**src/hdl/msnw_pkg.sv**
```systemverilog
// Shared types, constants and codes of the MIDI stuck note watchdog.
`timescale 1ns / 1ps

package msnw_pkg;

   localparam int TABLE_ENTRIES_DEFAULT = 32;
   localparam int TIME_BITS_DEFAULT     = 32;

   localparam int MAX_REPORTS      = 32;
   localparam int REPORT_CNT_BITS  = $clog2(MAX_REPORTS + 1);

   localparam int CH_BITS          = 4;
   localparam int NOTE_BITS        = 7;
   localparam int VEL_BITS         = 7;
   localparam int KEY_BITS         = CH_BITS + NOTE_BITS;
   localparam int MS_BITS          = 32;
   localparam int OP_BITS          = 3;
   localparam int ACTIVE_BITS      = 6;
   localparam int ACTIVE_MAX       = 63;

   localparam int CSR_DATA_BITS    = 32;
   localparam int CSR_INDEX_BITS   = 1;

   localparam logic [CSR_INDEX_BITS-1:0] CSR_TIMEOUT = 1'd0;
   localparam logic [CSR_INDEX_BITS-1:0] CSR_CHECK   = 1'd1;

   localparam logic [MS_BITS-1:0] TIMEOUT_RESET = 32'd5000;
   localparam logic               CHECK_RESET   = 1'b1;

   localparam logic [OP_BITS-1:0] OP_NOTE_ON  = 3'd0;
   localparam logic [OP_BITS-1:0] OP_NOTE_OFF = 3'd1;
   localparam logic [OP_BITS-1:0] OP_ALL_OFF  = 3'd2;
   localparam logic [OP_BITS-1:0] OP_RESET    = 3'd3;
   localparam logic [OP_BITS-1:0] OP_OTHER    = 3'd4;

   typedef struct packed {
      logic [OP_BITS-1:0]   opcode;
      logic [CH_BITS-1:0]   channel;
      logic [NOTE_BITS-1:0] note_number;
      logic [VEL_BITS-1:0]  velocity;
      logic [MS_BITS-1:0]   now_ms;
   } req_type;

   typedef struct packed {
      logic [CH_BITS-1:0]     hung_channel;
      logic [NOTE_BITS-1:0]   hung_note;
      logic [VEL_BITS-1:0]    hung_velocity;
      logic [MS_BITS-1:0]     age_ms;
      logic [ACTIVE_BITS-1:0] active_count;
      logic                   overflowed;
      logic                   last;
   } rsp_type;

   typedef struct packed {
      logic take;
      logic scan_start;
      logic clear_all;
      logic apply;
      logic report_init;
      logic emit;
   } ctrl_cmd_type;

   typedef struct packed {
      logic is_update;
      logic is_clear;
      logic check_en;
      logic scan_done;
      logic have_hit;
      logic final_hit;
      logic out_free;
   } ctrl_status_type;

endpackage

```
**src/hdl/msnw_ram.sv**
```systemverilog
// Generic single write port RAM with a registered read port.
`timescale 1ns / 1ps

module msnw_ram #(
   parameter int WIDTH = 8,
   parameter int DEPTH = 32
) (
   input  logic                     clock,
   input  logic                     wr_en,
   input  logic [$clog2(DEPTH)-1:0] wr_addr,
   input  logic [WIDTH-1:0]         wr_data,
   input  logic [$clog2(DEPTH)-1:0] rd_addr,
   output logic [WIDTH-1:0]         rd_data
);

   logic [WIDTH-1:0] mem_ff [DEPTH];
   logic [WIDTH-1:0] rd_data_ff;

   always_ff @(posedge clock) begin
      if (wr_en) begin
         mem_ff[wr_addr] <= wr_data;
      end
      rd_data_ff <= mem_ff[rd_addr];
   end

   assign rd_data = rd_data_ff;

endmodule

```
**src/hdl/msnw_dpath.sv**
```systemverilog
// Datapath: note table, table scans, hung note selection and the result register.
`timescale 1ns / 1ps

module msnw_dpath #(
   parameter int TABLE_ENTRIES = msnw_pkg::TABLE_ENTRIES_DEFAULT,
   parameter int TIME_BITS     = msnw_pkg::TIME_BITS_DEFAULT
) (
   input  logic                                  clock,
   input  logic                                  reset,
   input  msnw_pkg::req_type                     req_data,
   input  logic                                  csr_wr_en,
   input  logic [msnw_pkg::CSR_INDEX_BITS-1:0]   csr_index,
   input  logic [msnw_pkg::CSR_DATA_BITS-1:0]    csr_wdata,
   input  msnw_pkg::ctrl_cmd_type                cmd,
   output msnw_pkg::ctrl_status_type             status,
   input  logic                                  rsp_stall,
   output logic                                  rsp_valid,
   output msnw_pkg::rsp_type                     rsp_data
);

   localparam int IDX_BITS   = $clog2(TABLE_ENTRIES);
   localparam int SCAN_BITS  = IDX_BITS + 1;
   localparam int CNT_BITS   = $clog2(TABLE_ENTRIES + 1);
   localparam int CH_BITS    = msnw_pkg::CH_BITS;
   localparam int NOTE_BITS  = msnw_pkg::NOTE_BITS;
   localparam int VEL_BITS   = msnw_pkg::VEL_BITS;
   localparam int KEY_BITS   = msnw_pkg::KEY_BITS;
   localparam int MS_BITS    = msnw_pkg::MS_BITS;
   localparam int ENTRY_BITS = CH_BITS + NOTE_BITS + VEL_BITS + TIME_BITS;
   localparam int CMP_BITS   = (TIME_BITS > MS_BITS) ? TIME_BITS : MS_BITS;
   localparam int RPT_BITS   = msnw_pkg::REPORT_CNT_BITS;

   // Control state.
   logic [TABLE_ENTRIES-1:0] valid_ff, valid_in;
   logic [CNT_BITS-1:0]      count_ff, count_in;
   logic                     overflow_ff, overflow_in;
   logic [MS_BITS-1:0]       timeout_ff, timeout_in;
   logic                     check_ff, check_in;
   logic                     scan_busy_ff, scan_busy_in;
   logic [SCAN_BITS-1:0]     rd_idx_ff, rd_idx_in;
   logic                     pend_ff, pend_in;
   logic                     match_found_ff, match_found_in;
   logic                     free_found_ff, free_found_in;
   logic                     have1_ff, have1_in;
   logic                     have2_ff, have2_in;
   logic                     prev_ok_ff, prev_ok_in;
   logic [RPT_BITS-1:0]      reports_ff, reports_in;
   logic                     rsp_valid_ff, rsp_valid_in;

   // Payload state.
   msnw_pkg::req_type        req_ff, req_in;
   logic [IDX_BITS-1:0]      pend_idx_ff, pend_idx_in;
   logic [IDX_BITS-1:0]      match_idx_ff, match_idx_in;
   logic [IDX_BITS-1:0]      free_idx_ff, free_idx_in;
   logic [KEY_BITS-1:0]      min_key_ff, min_key_in;
   logic [KEY_BITS-1:0]      prev_key_ff, prev_key_in;
   logic [VEL_BITS-1:0]      cap_vel_ff, cap_vel_in;
   logic [MS_BITS-1:0]       cap_age_ff, cap_age_in;
   msnw_pkg::rsp_type        rsp_ff, rsp_in;

   // Table memory.
   logic                     ram_wr_en;
   logic [IDX_BITS-1:0]      ram_wr_addr;
   logic [ENTRY_BITS-1:0]    ram_wr_data;
   logic [ENTRY_BITS-1:0]    ram_rd_data;

   logic [TIME_BITS-1:0]     now_w;
   logic [TIME_BITS-1:0]     rd_start;
   logic [VEL_BITS-1:0]      rd_vel;
   logic [NOTE_BITS-1:0]     rd_note;
   logic [CH_BITS-1:0]       rd_ch;
   logic [KEY_BITS-1:0]      key_w;
   logic [TIME_BITS-1:0]     age_w;
   logic                     ent_valid;
   logic                     hung_w;
   logic                     above_w;
   logic                     is_on;
   logic                     is_off;
   logic                     is_clear;
   logic                     final_w;
   logic                     out_free;
   logic [msnw_pkg::ACTIVE_BITS-1:0] active_w;

   msnw_ram #(
      .WIDTH (ENTRY_BITS),
      .DEPTH (TABLE_ENTRIES)
   ) u_table (
      .clock   (clock),
      .wr_en   (ram_wr_en),
      .wr_addr (ram_wr_addr),
      .wr_data (ram_wr_data),
      .rd_addr (rd_idx_ff[IDX_BITS-1:0]),
      .rd_data (ram_rd_data)
   );

   always_comb begin
      now_w     = TIME_BITS'(req_ff.now_ms);
      rd_start  = ram_rd_data[TIME_BITS-1:0];
      rd_vel    = ram_rd_data[TIME_BITS +: VEL_BITS];
      rd_note   = ram_rd_data[TIME_BITS + VEL_BITS +: NOTE_BITS];
      rd_ch     = ram_rd_data[TIME_BITS + VEL_BITS + NOTE_BITS +: CH_BITS];
      key_w     = {rd_ch, rd_note};
      age_w     = now_w - rd_start;
      ent_valid = pend_ff && valid_ff[pend_idx_ff];
      hung_w    = ent_valid && (CMP_BITS'(age_w) >= CMP_BITS'(timeout_ff));
      above_w   = !prev_ok_ff || (key_w > prev_key_ff);

      is_on    = (req_ff.opcode == msnw_pkg::OP_NOTE_ON) && (req_ff.velocity != '0);
      is_off   = (req_ff.opcode == msnw_pkg::OP_NOTE_OFF) ||
                 ((req_ff.opcode == msnw_pkg::OP_NOTE_ON) && (req_ff.velocity == '0));
      is_clear = (req_ff.opcode == msnw_pkg::OP_ALL_OFF) ||
                 (req_ff.opcode == msnw_pkg::OP_RESET);

      final_w  = !have2_ff || (reports_ff == RPT_BITS'(msnw_pkg::MAX_REPORTS - 1));
      out_free = !rsp_valid_ff || !rsp_stall;

      if (32'(count_ff) > 32'(msnw_pkg::ACTIVE_MAX)) begin
         active_w = msnw_pkg::ACTIVE_BITS'(msnw_pkg::ACTIVE_MAX);
      end else begin
         active_w = msnw_pkg::ACTIVE_BITS'(count_ff);
      end
   end

   always_comb begin
      valid_in       = valid_ff;
      count_in       = count_ff;
      overflow_in    = overflow_ff;
      timeout_in     = timeout_ff;
      check_in       = check_ff;
      scan_busy_in   = scan_busy_ff;
      rd_idx_in      = rd_idx_ff;
      pend_in        = 1'b0;
      pend_idx_in    = rd_idx_ff[IDX_BITS-1:0];
      match_found_in = match_found_ff;
      free_found_in  = free_found_ff;
      match_idx_in   = match_idx_ff;
      free_idx_in    = free_idx_ff;
      have1_in       = have1_ff;
      have2_in       = have2_ff;
      min_key_in     = min_key_ff;
      cap_vel_in     = cap_vel_ff;
      cap_age_in     = cap_age_ff;
      prev_ok_in     = prev_ok_ff;
      prev_key_in    = prev_key_ff;
      reports_in     = reports_ff;
      rsp_valid_in   = rsp_valid_ff;
      rsp_in         = rsp_ff;
      req_in         = req_ff;
      ram_wr_en      = 1'b0;
      ram_wr_addr    = match_idx_ff;
      ram_wr_data    = {req_ff.channel, req_ff.note_number, req_ff.velocity, now_w};

      if (csr_wr_en) begin
         case (csr_index)
            msnw_pkg::CSR_TIMEOUT: timeout_in = csr_wdata;
            msnw_pkg::CSR_CHECK:   check_in   = csr_wdata[0];
            default: ;
         endcase
      end

      if (cmd.take) begin
         req_in = req_data;
      end

      // Table walk: one read issued per cycle, its data processed in the next cycle.
      if (cmd.scan_start) begin
         scan_busy_in = 1'b1;
         rd_idx_in    = '0;
      end else if (scan_busy_ff) begin
         if (rd_idx_ff < SCAN_BITS'(TABLE_ENTRIES)) begin
            pend_in   = 1'b1;
            rd_idx_in = rd_idx_ff + SCAN_BITS'(1);
         end else begin
            scan_busy_in = 1'b0;
         end
      end

      if (cmd.scan_start) begin
         match_found_in = 1'b0;
         free_found_in  = 1'b0;
         have1_in       = 1'b0;
         have2_in       = 1'b0;
      end else if (pend_ff) begin
         if (ent_valid && (rd_ch == req_ff.channel) && (rd_note == req_ff.note_number) &&
             !match_found_ff) begin
            match_found_in = 1'b1;
            match_idx_in   = pend_idx_ff;
         end
         if (!valid_ff[pend_idx_ff] && !free_found_ff) begin
            free_found_in = 1'b1;
            free_idx_in   = pend_idx_ff;
         end
         // Keep the smallest hung key above the last reported one and note
         // whether a second one exists.
         if (hung_w && above_w) begin
            if (!have1_ff || (key_w < min_key_ff)) begin
               have1_in   = 1'b1;
               have2_in   = have1_ff;
               min_key_in = key_w;
               cap_vel_in = rd_vel;
               cap_age_in = MS_BITS'(age_w);
            end else begin
               have2_in = 1'b1;
            end
         end
      end

      if (cmd.clear_all) begin
         valid_in = '0;
         count_in = '0;
      end

      if (cmd.apply) begin
         if (is_on) begin
            if (match_found_ff) begin
               ram_wr_en   = 1'b1;
               ram_wr_addr = match_idx_ff;
            end else if (free_found_ff) begin
               ram_wr_en             = 1'b1;
               ram_wr_addr           = free_idx_ff;
               valid_in[free_idx_ff] = 1'b1;
               count_in              = count_ff + CNT_BITS'(1);
            end else begin
               overflow_in = 1'b1;
            end
         end else if (is_off && match_found_ff) begin
            valid_in[match_idx_ff] = 1'b0;
            count_in               = count_ff - CNT_BITS'(1);
         end
      end

      if (cmd.report_init) begin
         prev_ok_in = 1'b0;
         reports_in = '0;
      end

      if (cmd.emit) begin
         rsp_in.hung_channel  = min_key_ff[KEY_BITS-1 -: CH_BITS];
         rsp_in.hung_note     = min_key_ff[NOTE_BITS-1:0];
         rsp_in.hung_velocity = cap_vel_ff;
         rsp_in.age_ms        = cap_age_ff;
         rsp_in.active_count  = active_w;
         rsp_in.overflowed    = overflow_ff;
         rsp_in.last          = final_w;
         rsp_valid_in         = 1'b1;
         prev_ok_in           = 1'b1;
         prev_key_in          = min_key_ff;
         reports_in           = reports_ff + RPT_BITS'(1);
      end else if (!rsp_stall) begin
         rsp_valid_in = 1'b0;
      end
   end

   always_ff @(posedge clock) begin
      if (reset) begin
         valid_ff       <= '0;
         count_ff       <= '0;
         overflow_ff    <= 1'b0;
         timeout_ff     <= msnw_pkg::TIMEOUT_RESET;
         check_ff       <= msnw_pkg::CHECK_RESET;
         scan_busy_ff   <= 1'b0;
         rd_idx_ff      <= '0;
         pend_ff        <= 1'b0;
         match_found_ff <= 1'b0;
         free_found_ff  <= 1'b0;
         have1_ff       <= 1'b0;
         have2_ff       <= 1'b0;
         prev_ok_ff     <= 1'b0;
         reports_ff     <= '0;
         rsp_valid_ff   <= 1'b0;
      end else begin
         valid_ff       <= valid_in;
         count_ff       <= count_in;
         overflow_ff    <= overflow_in;
         timeout_ff     <= timeout_in;
         check_ff       <= check_in;
         scan_busy_ff   <= scan_busy_in;
         rd_idx_ff      <= rd_idx_in;
         pend_ff        <= pend_in;
         match_found_ff <= match_found_in;
         free_found_ff  <= free_found_in;
         have1_ff       <= have1_in;
         have2_ff       <= have2_in;
         prev_ok_ff     <= prev_ok_in;
         reports_ff     <= reports_in;
         rsp_valid_ff   <= rsp_valid_in;
      end
   end

   always_ff @(posedge clock) begin
      req_ff       <= req_in;
      pend_idx_ff  <= pend_idx_in;
      match_idx_ff <= match_idx_in;
      free_idx_ff  <= free_idx_in;
      min_key_ff   <= min_key_in;
      prev_key_ff  <= prev_key_in;
      cap_vel_ff   <= cap_vel_in;
      cap_age_ff   <= cap_age_in;
      rsp_ff       <= rsp_in;
   end

   assign status.is_update = is_on || is_off;
   assign status.is_clear  = is_clear;
   assign status.check_en  = check_ff;
   assign status.scan_done = pend_ff && (pend_idx_ff == IDX_BITS'(TABLE_ENTRIES - 1));
   assign status.have_hit  = have1_ff;
   assign status.final_hit = final_w;
   assign status.out_free  = out_free;

   assign rsp_valid = rsp_valid_ff;
   assign rsp_data  = rsp_ff;

   a_count_matches_valid: assert property (@(posedge clock) disable iff (reset)
      32'(count_ff) == $countones(valid_ff))
      else $error("active count differs from the number of valid entries");

   a_emit_needs_room: assert property (@(posedge clock) disable iff (reset)
      cmd.emit |-> (!rsp_valid_ff || !rsp_stall))
      else $error("result loaded while the previous one is still held");

   a_report_limit: assert property (@(posedge clock) disable iff (reset)
      32'(reports_ff) <= msnw_pkg::MAX_REPORTS)
      else $error("more reports than allowed for one message");

endmodule

```
**src/hdl/msnw_ctrl.sv**
```systemverilog
// Controller state machine that sequences lookup, update and hung note reporting.
`timescale 1ns / 1ps

module msnw_ctrl (
   input  logic                      clock,
   input  logic                      reset,
   input  logic                      req_valid,
   output logic                      req_stall,
   input  msnw_pkg::ctrl_status_type status,
   output msnw_pkg::ctrl_cmd_type    cmd
);

   localparam logic [2:0] ST_IDLE   = 3'd0;
   localparam logic [2:0] ST_DECODE = 3'd1;
   localparam logic [2:0] ST_LOOKUP = 3'd2;
   localparam logic [2:0] ST_APPLY  = 3'd3;
   localparam logic [2:0] ST_REPORT = 3'd4;
   localparam logic [2:0] ST_SCAN   = 3'd5;
   localparam logic [2:0] ST_EMIT   = 3'd6;

   logic [2:0] state_ff, state_in;

   always_comb begin
      cmd      = '0;
      state_in = state_ff;
      case (state_ff)
         ST_IDLE: begin
            if (req_valid) begin
               cmd.take = 1'b1;
               state_in = ST_DECODE;
            end
         end
         ST_DECODE: begin
            if (status.is_update) begin
               cmd.scan_start = 1'b1;
               state_in       = ST_LOOKUP;
            end else begin
               cmd.clear_all = status.is_clear;
               state_in      = ST_REPORT;
            end
         end
         ST_LOOKUP: begin
            if (status.scan_done) begin
               state_in = ST_APPLY;
            end
         end
         ST_APPLY: begin
            cmd.apply = 1'b1;
            state_in  = ST_REPORT;
         end
         ST_REPORT: begin
            if (status.check_en) begin
               cmd.report_init = 1'b1;
               cmd.scan_start  = 1'b1;
               state_in        = ST_SCAN;
            end else begin
               state_in = ST_IDLE;
            end
         end
         ST_SCAN: begin
            if (status.scan_done) begin
               state_in = ST_EMIT;
            end
         end
         ST_EMIT: begin
            if (!status.have_hit) begin
               state_in = ST_IDLE;
            end else if (status.out_free) begin
               cmd.emit = 1'b1;
               if (status.final_hit) begin
                  state_in = ST_IDLE;
               end else begin
                  cmd.scan_start = 1'b1;
                  state_in       = ST_SCAN;
               end
            end
         end
         default: begin
            state_in = ST_IDLE;
         end
      endcase
   end

   always_ff @(posedge clock) begin
      if (reset) begin
         state_ff <= ST_IDLE;
      end else begin
         state_ff <= state_in;
      end
   end

   assign req_stall = (state_ff != ST_IDLE);

   a_accept_starts_decode: assert property (@(posedge clock) disable iff (reset)
      (req_valid && !req_stall) |=> (state_ff == ST_DECODE))
      else $error("accepted transfer did not start decoding");

   a_scan_done_in_scan: assert property (@(posedge clock) disable iff (reset)
      status.scan_done |-> (state_ff == ST_LOOKUP || state_ff == ST_SCAN))
      else $error("table walk finished outside a scanning state");

endmodule

```
**src/hdl/midi_stuck_note_watchdog_unit.sv**
```systemverilog
// Top level of the MIDI stuck note watchdog.
//
//   channel  direction  handshake            payload
//   req      in         req_valid/req_stall  msnw_pkg::req_type
//   rsp      out        rsp_valid/rsp_stall  msnw_pkg::rsp_type
//   csr      in         csr_wr_en            csr_index, csr_wdata
//
// A note on or note off walks the table once to look up its key and once more before the first
// result; other messages walk it once before the first result. Each further result takes
// another walk of the table memory, which reads one entry per cycle.
// One message is handled at a time; req_stall is high until its last result is loaded.
// Reset clears the table, the overflow flag and the registers to their defaults at once.
// A stalled result holds the controller until the output register is free again.
`timescale 1ns / 1ps

module midi_stuck_note_watchdog_unit #(
   parameter int TABLE_ENTRIES = msnw_pkg::TABLE_ENTRIES_DEFAULT,
   parameter int TIME_BITS     = msnw_pkg::TIME_BITS_DEFAULT
) (
   input  logic                                clock,
   input  logic                                reset,
   input  logic                                req_valid,
   output logic                                req_stall,
   input  msnw_pkg::req_type                   req_data,
   output logic                                rsp_valid,
   input  logic                                rsp_stall,
   output msnw_pkg::rsp_type                   rsp_data,
   input  logic                                csr_wr_en,
   input  logic [msnw_pkg::CSR_INDEX_BITS-1:0] csr_index,
   input  logic [msnw_pkg::CSR_DATA_BITS-1:0]  csr_wdata
);

   msnw_pkg::ctrl_cmd_type    cmd;
   msnw_pkg::ctrl_status_type status;

   msnw_ctrl u_ctrl (
      .clock     (clock),
      .reset     (reset),
      .req_valid (req_valid),
      .req_stall (req_stall),
      .status    (status),
      .cmd       (cmd)
   );

   msnw_dpath #(
      .TABLE_ENTRIES (TABLE_ENTRIES),
      .TIME_BITS     (TIME_BITS)
   ) u_dpath (
      .clock     (clock),
      .reset     (reset),
      .req_data  (req_data),
      .csr_wr_en (csr_wr_en),
      .csr_index (csr_index),
      .csr_wdata (csr_wdata),
      .cmd       (cmd),
      .status    (status),
      .rsp_stall (rsp_stall),
      .rsp_valid (rsp_valid),
      .rsp_data  (rsp_data)
   );

endmodule

```
**config.mk**
```make
export PLATFORM = sky130hd
export DESIGN_NAME = midi_stuck_note_watchdog_unit
export DESIGN_NICKNAME = d
export VERILOG_FILES = /design/src/hdl/msnw_pkg.sv /design/src/hdl/msnw_ram.sv /design/src/hdl/msnw_dpath.sv /design/src/hdl/msnw_ctrl.sv /design/src/hdl/midi_stuck_note_watchdog_unit.sv
export SDC_FILE = /design/constraint.sdc
export NUM_CORES = 2
export LEC_CHECK = 0
export BUFFER_PORTS_ARGS = -buffer_cell sky130_fd_sc_hd__buf_2
export CORE_MARGIN = 2
export CORE_UTILIZATION = 50
export CTS_CLUSTER_DIAMETER = 120
export DETAILED_ROUTE_END_ITERATION = 12
export GPL_TIMING_DRIVEN = 0
export PLACE_DENSITY = 0.67
export SLEW_MARGIN = 0
export SYNTH_ARGS = -nofsm -noshare
export SYNTH_HDL_FRONTEND = slang
export SYNTH_SLANG_ARGS = --single-unit
```
**constraint.sdc**
```tcl
create_clock -name clock -period 11.6 [get_ports clock]
set_input_delay 1.74 -clock clock [delete_from_list [all_inputs] [get_ports clock]]
set_output_delay 1.74 -clock clock [all_outputs]
set_load 0.05 [all_outputs]
```
==> qor.csv <==
stage,metric,value,unit
status,status,"finished, final reports clean",
sta,Pins Over Slew Limit,0,
cts,"Hold-fix buffers, CTS",0,
critical_path,Most Frequent Cell on Critical Path,a21o_1,
critical_path,crit start category,flop,
sta,Final setup viols,0,
power_and_ir_drop,Clk pwr share,0.352,
worst_hold_path,Hold EP,u_dpath.pend_idx_ff[2],
detailed_routing,WL per Instance,30.7,um
cts,"Gates resized, CTS repair",0,
logic_synthesis,post-synthesis compound-gate area fraction,0.0266,
cells_and_area,Syn-to-layout area delta,15.1,%
critical_path,"slowest stage delay, CP",0.80,ns
critical_path,Setup Crit Path Kind,reg2reg,
worst_hold_path,worst hold path startpoint,u_dpath.rd_idx_ff[2],
logic_synthesis,post-synthesis sequential area ratio,0.755,
global_route,vias in the first global route,36900,
logic_synthesis,Cells after Synth,3502,
critical_path,"Critical Path, Cell by Cell",inv_1 > ha_1 > inv_1 > fa_1 > a211oi_1 > o211ai_1 > a41o_1 > a31oi_1 > o211a_1 > o21bai_1 > a21o_1 > xnor2_1 > ha_1 > a21o_1 > a21o_1 > a21oi_1 > o211ai_1 > a21oi_1 > o31ai_1 > nand4_1 > a311oi_4 > buf_8 > buf_8,
critical_path,FF-to-FF setup slack,3.66,ns
sta,Setup TNS,0,ns
critical_path,"Largest delay share family, worst path",compound AO/OA/AOI/OAI gates,
sta,fin crit period,7.94,ns
critical_path,crit path capture type,flop,
critical_path,R2R cell count,23,
global_route,first-pass GRT wire length,262000,um
cts,CTS Sinks,1921,
cts,Skew-Pair Late Insertion Delay,0.84,ns
detailed_routing,initial DRC count,4785,
cells_and_area,Register Area,56200,um2
detailed_routing,Final ANT Viol Nets,0,
power_and_ir_drop,VDD IR max,0.112,mV
cts,clk slew on worst S/H paths,0.06,ns
logic_synthesis,Syn. warnings,0,
sta,Min Hold Slack,0.358,ns
power_and_ir_drop,Psw,4.51,mW
die,chip width,390,um
sta,RSZ-0062 raised after global routing,false,
place,Post-DP HPWL,119000,um
logic_synthesis,Most used DFF post-synth,edfxtp_1,
global_route,Tot GR Track Use,0.244,
critical_path,CP max FO,33,
logic_synthesis,Area contributors post-synth,"edfxtp_1 71%, mux4_2 15%, dfxtp_1 4.0%",
logic_synthesis,syn nets,3682,
sta,Clock Skew,0.0336,ns
logic_synthesis,Synth top area share,0.714,
die,area of the core,148000,um2
logic_synthesis,simple logic cell fraction of the synthesized area,0.0215,
logic_synthesis,post-synthesis xor/xnor area fraction,0.00506,
die,die height,390,um
logic_synthesis,Yosys reg bits,1921,
cts,Root Driver,clkbuf_16,
cts,CTS tree,yes,
critical_path,CP arrival,8.45,ns
logic_synthesis,"EDFF count, synth",1771,
detailed_routing,vias,37000,
power_and_ir_drop,Cell Int Power,12.8,mW
critical_path,Critical R2R Launch,u_dpath.now_w[0],
die,initial cell density of the core,0.504,
critical_path,WP buf/inv,4,
cts,clk buf depth,3,
place,final RePlAce weighted congestion,0.826,
logic_synthesis,Mapped Area,74400,um2
logic_synthesis,Avg Inst Size Synth,21.3,um2
global_route,largest net degree at the start of global routing,35,
sta,final number of hold-violating endpoints,0,
sta,Max Clk Rate,126,MHz
logic_synthesis,post-synthesis mux area share,0.163,
cts,Inserted Clock Buffers,187,
cts,H-tree depth,4,
detailed_routing,Avg Vias per Cell,6.16,
critical_path,CP required,12.11,ns
global_route,"Remaining Overflow, GRT",0,
logic_synthesis,main combinational cell family by area after synthesis,multiplexers,
critical_path,Worst path depth,23,
critical_path,r2r endpoint,u_dpath.cap_age_ff[19],
global_route,initial antenna violation count,4,
logic_synthesis,Synth cell types,76,
detailed_routing,final WL,184000,um
power_and_ir_drop,pwr/cell area,202,nW/um2
power_and_ir_drop,switch share,0.260,
sta,worst-margin pin slew,1.36,ns
sta,Slew HR,0.0909,
logic_synthesis,biggest area consumer among synthesized cells,edfxtp_1,
place,IO buf count,150,
worst_hold_path,worst hold path class,reg2reg,
job,max-capacitance violation count,0,
cells_and_area,Multi-input gate area,17500,um2
cells_and_area,layout cell share with drive strength beyond 1,0.285,
detailed_routing,DR pass1 iterations,6,
cts,setup bufs post-CTS,0,
die,Die Area,152000,um2
logic_synthesis,Post-Synth Adder-Cell Area,0.0151,
power_and_ir_drop,sequential power share,0.492,
power_and_ir_drop,P_leak,27.0,nW
cells_and_area,final net count,4099,
critical_path,cell at the slowest stage of the critical path,edfxtp_1,
sta,Tcrit/Tclk final,0.684,
die,Rows,141,
power_and_ir_drop,Comb power frac,0.156,
logic_synthesis,ys async rst share,0,
die,io pins,151,
cells_and_area,Fill cells,10500,
detailed_routing,# DRC,0,
worst_hold_path,hold depth,0,
==> cell type report <==
type | instances | share of cell area
diodes | 1 | 0.0000292
clock inverters | 100 | 0.0127
multi-input cells | 1314 | 0.204
flip-flops and latches | 1921 | 0.656
plain buffers | 162 | 0.00790
inverters | 105 | 0.00461
clock buffers | 244 | 0.0592
repair buffers | 228 | 0.0279
well taps | 1930 | 0.0282
==> synthesized netlist by cell type (7+ instances only) <==
cell type     n
edfxtp_1   1771
mux4_2      510
dfxtp_1     150
nor2_1      105
inv_1       104
clkbuf_1     96
nand2_1      90
ha_1         88
a21oi_1      82
buf_2        50
mux2_2       50
a211oi_1     42
a22oi_1      35
a21o_1       29
o21ai_0      28
xnor2_1      23
nand3_1      21
nor3_1       21
xor2_1       20
buf_1        15
nor2b_1      14
nand4_1      13
nor4_1        9
o21bai_1      9
and2_1        8
nand2b_1      8
o211ai_1      8
a211o_1       7
and3_1        7
==> sequential cells by signal, indices dropped and copies added, names as in the netlist, 6 cells and up <==
name / cells
u_dpath.ram_wr_data: 18
u_dpath.min_key_ff: 11
u_dpath.timeout_ff: 32
u_dpath.u_table.rd_data: 50
u_dpath.now_w: 32
u_dpath.rsp_data: 57
u_dpath.cap_age_ff: 32
u_dpath.rd_idx_ff: 6
u_dpath.cap_vel_ff: 7
u_dpath.valid_ff: 32
u_dpath.reports_ff: 6
u_dpath.active_w: 6
u_dpath.u_table.mem_ff: 1600
==> layer usage <==
layer	up-vias	global-route usage	part of all wire
met5	-	0	0.000070
met4	2	0.0633	0.022
met3	244	0.0538	0.092
met2	1771	0.382	0.47
met1	19600	0.352	0.41
li1	15400	-	-
==> worst register-to-register path, delay by kind of cell, from the launching register on <==
family	cells	cell delay [ns]
AO/OA/AOI/OAI	14	3.81
XOR/XNOR	1	0.74
adder cells (fa/ha/maj)	3	0.98
buffers and inverters	4	0.91
flip-flops	1	0.80
AND/OR/NAND/NOR	1	0.38
==> cells in the final DEF (no fill, tap or decap), types with 9 or more instances in the layout <==
master,Yosys,final
edfxtp_1,1771,1771
mux4_2,510,510
buf_2,50,200
clkbuf_16,0,191
dfxtp_1,150,150
clkbuf_1,96,138
inv_1,104,104
nand2_1,90,90
ha_1,88,88
a21oi_1,82,82
nor2_1,105,72
buf_12,0,61
mux2_2,50,50
a211oi_1,42,42
a22oi_1,35,35
clkinv_2,0,33
nor2_4,0,33
clkinv_1,1,32
a21o_1,29,29
o21ai_0,28,28
xnor2_1,23,23
nand3_1,21,21
nor3_1,21,20
xor2_1,20,20
bufinv_16,0,20
buf_1,15,15
nor2b_1,14,14
nand4_1,13,13
buf_16,0,13
o21bai_1,9,9
nor4_1,9,9
clkbuf_8,0,9
==> how the worst max path moves through the flow <==
stage / startpoint / end
final: u_dpath.now_w[0] / u_dpath.cap_age_ff[19]
after global routing: u_dpath.now_w[0] / u_dpath.cap_age_ff[20]
after CTS: u_dpath.now_w[0] / u_dpath.cap_age_ff[20]
after detailed placement: u_dpath.now_w[0] / u_dpath.cap_age_ff[19]
after global placement: u_dpath.now_w[0] / u_dpath.cap_age_ff[19]
after floorplan: u_dpath.now_w[0] / u_dpath.cap_age_ff[0]
==> cells by family (layout without fill, tap and decap cells) <==
group	count (synthesis)	after routing
AOI/OAI and AO/OA	286	286
xor gates and xnor gates	43	43
adders and majority gates	89	89
buffers and inverters	267	839
DFF	1921	1921
muxes	566	566
other	0	1
and+or+nand+nor	330	330
==> power groups by stage <==
stage | Sequential (mW) | Clock (mW) | Combinational [mW]
6_report | 8.54 | 6.10 | 2.70
5_1_grt | 8.58 | 6.44 | 2.92
4_1_cts | 8.53 | 6.18 | 2.72
3_5_place_dp | 8.67 | 0 | 2.70
3_3_place_gp | 8.65 | 0 | 2.65
2_1_floorplan | 8.45 | 0 | 1.89
==> stage by stage <==
step                instance area, um2  power (mW)  instances   util  setup slack (ns)
floorplan                        74400        10.3       3502      -              3.30
global placement                 77600        11.3       5582  0.525             -2.84
detailed placement               79500        11.4       5660  0.538              3.67
CTS                              85700        17.4       6004  0.580              3.60
global route                     85700        17.9       6004  0.580              3.26
finish                           85700        17.3       6005  0.580              3.66
Note: power is estimated with default switching activity, not from simulation.
